--- src/sv/lswq_pkg.sv ---
package lswq_pkg;

    localparam int OP_W   = 3;
    localparam int SLOT_W = 6;
    localparam int KIND_W = 8;
    localparam int ST_W   = 2;

    localparam logic [OP_W-1:0] OP_APPEND  = 3'd0;
    localparam logic [OP_W-1:0] OP_REMOVE  = 3'd1;
    localparam logic [OP_W-1:0] OP_SETKIND = 3'd2;
    localparam logic [OP_W-1:0] OP_FIRST   = 3'd3;
    localparam logic [OP_W-1:0] OP_NEXT    = 3'd4;

    localparam logic [ST_W-1:0] ST_OK         = 2'd0;
    localparam logic [ST_W-1:0] ST_NOT_QUEUED = 2'd1;
    localparam logic [ST_W-1:0] ST_ALREADY    = 2'd2;

    typedef enum logic [3:0] {
        S_CLEAR = 4'b0001,
        S_IDLE  = 4'b0010,
        S_EXEC  = 4'b0100,
        S_LINK  = 4'b1000
    } t_state;

endpackage

--- src/sv/lswq_ram.sv ---
module lswq_ram
    import lswq_pkg::*;
#(
    parameter int DEPTH = 64,
    parameter int WIDTH = 7,
    parameter int AW    = $clog2(DEPTH)
) (
    input  logic             i_clk,
    input  logic             i_we,
    input  logic [AW-1:0]    i_waddr,
    input  logic [WIDTH-1:0] i_wdata,
    input  logic [AW-1:0]    i_raddr,
    output logic [WIDTH-1:0] o_rdata
);

    logic [WIDTH-1:0] r_mem [DEPTH];
    logic [WIDTH-1:0] r_rdata;

    always_ff @(posedge i_clk) begin
        if (i_we) begin
            r_mem[i_waddr] <= i_wdata;
        end
    end

    always_ff @(posedge i_clk) begin
        r_rdata <= r_mem[i_raddr];
    end

    assign o_rdata = r_rdata;

endmodule

--- src/sv/linked_slot_wait_queue.sv ---
// channel | direction | handshake          | payload
// input   | in        | i_valid / o_stall  | i_opcode, i_slot, i_kind
// result  | out       | o_valid / i_stall  | o_result_slot, o_found, o_status
//
// a stored append: accept, execute, tail link write; other opcodes and a refused append:
// accept, execute; the single write port of the next-link ram sets the extra append step
// after reset a clearing pass over every slot zeroes the used bits, o_stall is high meanwhile
// a result waits in the output register; an item may be accepted while it waits, and its
// execute step holds until the output register is free
module linked_slot_wait_queue
    import lswq_pkg::*;
#(
    parameter int SLOTS = 64
) (
    input  logic              i_clk,
    input  logic              i_rst_n,
    input  logic              i_valid,
    output logic              o_stall,
    input  logic [OP_W-1:0]   i_opcode,
    input  logic [SLOT_W-1:0] i_slot,
    input  logic [KIND_W-1:0] i_kind,
    output logic              o_valid,
    input  logic              i_stall,
    output logic [SLOT_W-1:0] o_result_slot,
    output logic              o_found,
    output logic [ST_W-1:0]   o_status
);

    localparam int AW = (SLOTS > 1) ? $clog2(SLOTS) : 1;
    localparam int LW = $clog2(SLOTS + 1);
    localparam logic [LW-1:0] NONE = LW'(SLOTS);

    t_state r_state, n_state;
    logic [AW-1:0]     r_clr_cnt, n_clr_cnt;
    logic [OP_W-1:0]   r_op;
    logic [SLOT_W-1:0] r_slot;
    logic [KIND_W-1:0] r_kind;
    logic [LW-1:0]     r_head, n_head;
    logic [LW-1:0]     r_tail, n_tail;
    logic              r_out_valid, n_out_valid;
    logic [SLOT_W-1:0] r_out_slot, n_out_slot;
    logic              r_out_found, n_out_found;
    logic [ST_W-1:0]   r_out_status, n_out_status;

    logic [KIND_W-1:0] r_kind_mem [SLOTS];

    logic          w_accept;
    logic [AW-1:0] w_slot_addr;
    logic [AW-1:0] w_rd_addr;
    logic          w_in_range;
    logic          w_queued;
    logic          w_out_free;

    logic          w_used_rd;
    logic [LW-1:0] w_prev_rd;
    logic [LW-1:0] w_next_rd;

    logic          w_used_we, w_used_wd;
    logic [AW-1:0] w_used_wa;
    logic          w_prev_we;
    logic [AW-1:0] w_prev_wa;
    logic [LW-1:0] w_prev_wd;
    logic          w_next_we;
    logic [AW-1:0] w_next_wa;
    logic [LW-1:0] w_next_wd;
    logic          w_kind_we;

    assign o_stall    = (r_state != S_IDLE);
    assign w_accept   = i_valid && !o_stall;
    assign w_slot_addr = AW'(r_slot);
    assign w_rd_addr  = (r_state == S_IDLE) ? AW'(i_slot) : w_slot_addr;
    assign w_in_range = (32'(r_slot) < SLOTS);
    assign w_queued   = w_in_range && w_used_rd;
    assign w_out_free = !r_out_valid || !i_stall;

    lswq_ram #(.DEPTH(SLOTS), .WIDTH(1), .AW(AW)) u_used_ram (
        .i_clk   (i_clk),
        .i_we    (w_used_we),
        .i_waddr (w_used_wa),
        .i_wdata (w_used_wd),
        .i_raddr (w_rd_addr),
        .o_rdata (w_used_rd)
    );

    lswq_ram #(.DEPTH(SLOTS), .WIDTH(LW), .AW(AW)) u_prev_ram (
        .i_clk   (i_clk),
        .i_we    (w_prev_we),
        .i_waddr (w_prev_wa),
        .i_wdata (w_prev_wd),
        .i_raddr (w_rd_addr),
        .o_rdata (w_prev_rd)
    );

    lswq_ram #(.DEPTH(SLOTS), .WIDTH(LW), .AW(AW)) u_next_ram (
        .i_clk   (i_clk),
        .i_we    (w_next_we),
        .i_waddr (w_next_wa),
        .i_wdata (w_next_wd),
        .i_raddr (w_rd_addr),
        .o_rdata (w_next_rd)
    );

    // kind is stored per slot but never read back at the outputs
    always_ff @(posedge i_clk) begin
        if (w_kind_we) begin
            r_kind_mem[w_slot_addr] <= r_kind;
        end
    end

    always_comb begin
        n_state      = r_state;
        n_clr_cnt    = r_clr_cnt;
        n_head       = r_head;
        n_tail       = r_tail;
        n_out_valid  = r_out_valid && i_stall;
        n_out_slot   = r_out_slot;
        n_out_found  = r_out_found;
        n_out_status = r_out_status;
        w_used_we    = 1'b0;
        w_used_wa    = w_slot_addr;
        w_used_wd    = 1'b0;
        w_prev_we    = 1'b0;
        w_prev_wa    = w_slot_addr;
        w_prev_wd    = r_tail;
        w_next_we    = 1'b0;
        w_next_wa    = w_slot_addr;
        w_next_wd    = NONE;
        w_kind_we    = 1'b0;

        case (r_state)
            S_CLEAR: begin
                w_used_we = 1'b1;
                w_used_wa = r_clr_cnt;
                n_clr_cnt = r_clr_cnt + AW'(1);
                if (r_clr_cnt == AW'(SLOTS - 1)) begin
                    n_state = S_IDLE;
                end
            end
            S_IDLE: begin
                if (w_accept) begin
                    n_state = S_EXEC;
                end
            end
            S_EXEC: begin
                if (w_out_free) begin
                    n_state      = S_IDLE;
                    n_out_valid  = 1'b1;
                    n_out_slot   = '0;
                    n_out_found  = 1'b0;
                    n_out_status = ST_OK;
                    case (r_op)
                        OP_APPEND: begin
                            if (!w_in_range) begin
                                n_out_status = ST_NOT_QUEUED;
                            end else if (w_used_rd) begin
                                n_out_status = ST_ALREADY;
                            end else begin
                                w_used_we = 1'b1;
                                w_used_wd = 1'b1;
                                w_prev_we = 1'b1;
                                w_kind_we = 1'b1;
                                // old tail points forward here, own next link next cycle
                                if (r_tail != NONE) begin
                                    w_next_we = 1'b1;
                                    w_next_wa = AW'(r_tail);
                                    w_next_wd = LW'(r_slot);
                                end else begin
                                    n_head = LW'(r_slot);
                                end
                                n_tail  = LW'(r_slot);
                                n_state = S_LINK;
                            end
                        end
                        OP_REMOVE: begin
                            if (!w_queued) begin
                                n_out_status = ST_NOT_QUEUED;
                            end else begin
                                w_used_we = 1'b1;
                                if (w_prev_rd != NONE) begin
                                    w_next_we = 1'b1;
                                    w_next_wa = AW'(w_prev_rd);
                                    w_next_wd = w_next_rd;
                                end else begin
                                    n_head = w_next_rd;
                                end
                                if (w_next_rd != NONE) begin
                                    w_prev_we = 1'b1;
                                    w_prev_wa = AW'(w_next_rd);
                                    w_prev_wd = w_prev_rd;
                                end else begin
                                    n_tail = w_prev_rd;
                                end
                            end
                        end
                        OP_SETKIND: begin
                            if (!w_queued) begin
                                n_out_status = ST_NOT_QUEUED;
                            end else begin
                                w_kind_we = 1'b1;
                            end
                        end
                        OP_FIRST: begin
                            if (r_head != NONE) begin
                                n_out_found = 1'b1;
                                n_out_slot  = SLOT_W'(r_head);
                            end
                        end
                        OP_NEXT: begin
                            if (!w_queued) begin
                                n_out_status = ST_NOT_QUEUED;
                            end else if (w_next_rd != NONE) begin
                                n_out_found = 1'b1;
                                n_out_slot  = SLOT_W'(w_next_rd);
                            end
                        end
                        default: begin
                        end
                    endcase
                end
            end
            S_LINK: begin
                w_next_we = 1'b1;
                n_state   = S_IDLE;
            end
            default: begin
                n_state = S_IDLE;
            end
        endcase
    end

    always_ff @(posedge i_clk) begin
        if (!i_rst_n) begin
            r_state     <= S_CLEAR;
            r_clr_cnt   <= '0;
            r_head      <= NONE;
            r_tail      <= NONE;
            r_out_valid <= 1'b0;
        end else begin
            r_state     <= n_state;
            r_clr_cnt   <= n_clr_cnt;
            r_head      <= n_head;
            r_tail      <= n_tail;
            r_out_valid <= n_out_valid;
        end
    end

    always_ff @(posedge i_clk) begin
        if (w_accept) begin
            r_op   <= i_opcode;
            r_slot <= i_slot;
            r_kind <= i_kind;
        end
        r_out_slot   <= n_out_slot;
        r_out_found  <= n_out_found;
        r_out_status <= n_out_status;
    end

    assign o_valid       = r_out_valid;
    assign o_result_slot = r_out_slot;
    assign o_found       = r_out_found;
    assign o_status      = r_out_status;

    // empty queue has neither head nor tail
    a_head_tail_none: assert property (@(posedge i_clk) disable iff (!i_rst_n)
        (r_head == NONE) == (r_tail == NONE))
        else $error("head and tail disagree on empty queue");

    a_slot_zero: assert property (@(posedge i_clk) disable iff (!i_rst_n)
        (o_valid && !o_found) |-> (o_result_slot == '0))
        else $error("result slot nonzero without found");

    a_found_ok: assert property (@(posedge i_clk) disable iff (!i_rst_n)
        (o_valid && o_found) |-> (o_status == ST_OK))
        else $error("found with error status");

    a_accept_exec: assert property (@(posedge i_clk) disable iff (!i_rst_n)
        w_accept |=> (r_state == S_EXEC))
        else $error("accepted transfer not executed");

    a_idle_no_write: assert property (@(posedge i_clk) disable iff (!i_rst_n)
        (r_state == S_IDLE) |-> (!w_used_we && !w_prev_we && !w_next_we && !w_kind_we))
        else $error("storage written while idle");

endmodule
--- config.mk ---
export PLATFORM = sky130hd
export DESIGN_NAME = linked_slot_wait_queue
export DESIGN_NICKNAME = d
export VERILOG_FILES = /design/src/sv/lswq_pkg.sv /design/src/sv/lswq_ram.sv /design/src/sv/linked_slot_wait_queue.sv
export SDC_FILE = /design/constraint.sdc
export NUM_CORES = 1
export LEC_CHECK = 0
export BUFFER_PORTS_ARGS = -buffer_cell sky130_fd_sc_hd__clkbuf_2
export CORE_UTILIZATION = 63
export DETAILED_ROUTE_END_ITERATION = 6
export PLACE_DENSITY = 0.84
export SETUP_SLACK_MARGIN = 0.5
export SYNTH_ARGS = -nofsm -noshare
export SYNTH_HDL_FRONTEND = slang
export SYNTH_SLANG_ARGS = --single-unit
--- constraint.sdc ---
create_clock -name i_clk -period 4.6 [get_ports i_clk]
set_input_delay 0.23 -clock i_clk [delete_from_list [all_inputs] [get_ports i_clk]]
set_output_delay 0.23 -clock i_clk [all_outputs]
set_load 0.05 [all_outputs]
==> flow_summary.toml <==
[worst_setup_path]
critPathSlowestCell = "nor2_1"
critPathMaxStageDelay_ps = 750
endpoint_kind = "flop"
crit_type = "flop to flop"
crit_required_ps = 4900
critPathBufInv = 1
cp_top_family = "simple AND/OR/NAND/NOR gates"
critPathMaxFanout = 10
cp-start-kind = "flop"
arrival_ps = 4420
crit_chain = "or4b_1 > nor2_1 > buf_4 > nand4_1 > mux2i_1 > nor3_1 > nand2_1 > nor2_1"
crit_top_cell = "nor2_1"

[route]
wl_per_cell_um = 26.8
drt_iter0_drc = 4164
wl_um = 103000
dr.pass1.iters = 6
routed_via_density = 6.79
vias = 26200
ant_nets = 0
drc_errors = 0

[sta]
fin_crit_ps = 4120
worst_slew_pin_slew_ps = 1360
maxSlewHeadroom = 0.0959
drv_slew = 0
clock_skew_ps = 46.6
period_share = 0.896
finalSetupTns_ps = 0
max_freq_mhz = 243
hold_viol_final = 0
finalSetupViolCount = 0
rsz0062_at_grt = "true"

[global_routing]
grt_util_met1 = 0.431
grt_pass1_wl_um = 154000
first_global_vias = 25500
grt-busiest-layer = "met2"
overflow = 0
met3_usage = 0.0626
grt_use_met2 = 0.490
grt_max_degree = 141
grt_antenna_before_repair = 0
grt_use_total = 0.313

[clocking]
clockBufferDepth = 3
cts_buffers = 97
clock_sinks = 1018
clock_latency_ps = 670
cts_tree = "done"
htree_levels = 3
path_clk_slew_ps = 60
clockRootBuffer = "clkbuf_16"

[outcome]
status = "finished, final reports clean"

[cells_and_area]
final_cell_mix = "978 x edfxtp_1, 580 x nand2_1, 248 x nand3_1"
nFillCells = 3723
layout-drive-gt1-share = 0.123
n_antenna_cell = 0
post-route-util = 0.715
stdcell_area_sq_mm = 0.0454
area_growth_pct = 11.2
nNetsFinal = 2950
mostFrequentLayoutCell = "edfxtp_1"
final_cells = 3854

[synthesis]
synth-edff-count = 978
ys_types = 55
yosysTopAreaCellShare = 0.719
seq_area_frac_synth = 0.739
syn_nets = 2919
synthTopCellsByArea = "edfxtp_1 72%, nand2_1 5.3%, mux4_2 3.3%"
ys.warnings.count = 0
synth_area_leader_cell = "edfxtp_1"
async_flop_share = 0
netlist_area_sq_mm = 0.0408
syn_inst = 2897
ys_ff_latch = 1018
synth-main-ff-cell = "edfxtp_1"
avgSynthCellArea_sq_um = 14.1

[pwr]
p_per_area_mw_per_mm2 = 459
leakagePower_nw = 14.0
peakVddDrop_mv = 0.289

[place]
hpwl_um = 61600
gp_congestion = 0.974
io_buffers = 23
dpl_cell_area_sq_mm = 0.0420
dp.cells = 3664

[floorplanning]
die_w_um = 257
pin_count = 32
die_h_um = 257
dieArea_sq_mm = 0.0658
start_util = 0.643
fp-row-count = 92
fp.coreArea_sq_mm = 0.0635

[worst_hold_path]
hold_class = "input pin to flop"

[flow_run]
drv_cap = 0
-- power breakdown --
group | internal, mW | total, mW | switching [mW]
Sequential | 10.1 | 10.3 | 0.170
Combinational | 0.755 | 2.47 | 1.72
Clock | 4.60 | 8.09 | 3.48
-- worst reg2reg max path, cell delays in order (launching register included) --
cell     delay (ps)
dfxtp_1         490
or4b_1          630
nor2_1          190
buf_4           220
nand4_1         280
mux2i_1         300
nor3_1          330
nand2_1         570
nor2_1          760
-- kinds of logic (layout without fill, tap and decap cells) --
| kind of cell | after synthesis | after routing | synth area share |
|---|---|---|---|
| buffers and inverters | 174 | 285 | 0.0188 |
| flip-flops | 1018 | 1018 | 0.739 |
| XOR/XNOR | 6 | 6 | 0.00129 |
| AO/OA/AOI/OAI | 359 | 359 | 0.0602 |
| multiplexers | 143 | 143 | 0.0541 |
| adder cells (fa/ha/maj) | 1 | 1 | 0.000306 |
| AND/OR/NAND/NOR | 1196 | 1196 | 0.126 |
-- flip-flops by register name (all words and copies together) (netlist names) --
name,cells
o_valid,1
r_slot,6
r_op,3
r_state,4
u_next_ram.o_rdata,7
r_clr_cnt,6
u_prev_ram.o_rdata,7
o_status,2
u_used_ram.o_rdata,1
o_result_slot,6
o_found,1
u_next_ram.r_mem,448
u_used_ram.r_mem,64
r_head,7
u_prev_ram.r_mem,448
r_tail,7
-- synthesized netlist by cell type, drive strengths merged (30+ instances only) --
library cell	n
nor2	259
nand2	580
a22oi	56
o21ai	49
clkbuf	102
nand3	250
mux4	60
mux2i	70
nand4	33
a21oi	79
edfxtp	978
buf	70
a32oi	32
dfxtp	40
a31oi	62
a221oi	30
-- routing by layer --
metal,wire length (um),share of wire
met1,37300,0.36
met2,48800,0.47
met3,12900,0.12
met4,4350,0.042
met5,0,0
-- final timing paths --
check	slack, ps	start	end	cells past startpoint
setup / recovery	480	r_state[2]	u_prev_ram.r_mem[55][5]	8
hold / removal	90	i_rst_n	r_head[6]	2
setup reg to reg	480	r_state[2]	u_prev_ram.r_mem[55][5]	8
hold reg to reg	510	r_head[6]	r_head[6]	2
-- layout make-up --
class                           instances  area [sq um]  area share
Tap cell                              846          1060      0.0233
Multi-Input combinational cell       1705         10100       0.223
Inverter                                2          7.51    0.000165
Sequential cell                      1018         30200       0.664
Clock inverter                         56           627      0.0138
Clock buffer                          123          2610      0.0574
Timing Repair Buffer                  104           838      0.0185
-- through the flow --
| step | setup WS [ps] | hold WS (ps) | power [mW] |
|---|---|---|---|
| 2_1_floorplan | 1130 | 329 | 12.0 |
| 3_3_place_gp | 751 | 413 | 12.7 |
| 3_5_place_dp | 676 | 415 | 12.8 |
| 4_1_cts | 520 | 46.7 | 20.8 |
| 5_1_grt | 318 | 122 | 21.3 |
| 6_report | 477 | 85.2 | 20.8 |
-- timing repair --
action,4_1_cts,5_1_grt
buffers inserted,0,0
setup endpoints to repair,0,224
hold buffers,11,0
endpoints found under the hold margin,12,0
gates resized for setup,0,20
Note: power is estimated with default switching activity, not from simulation.
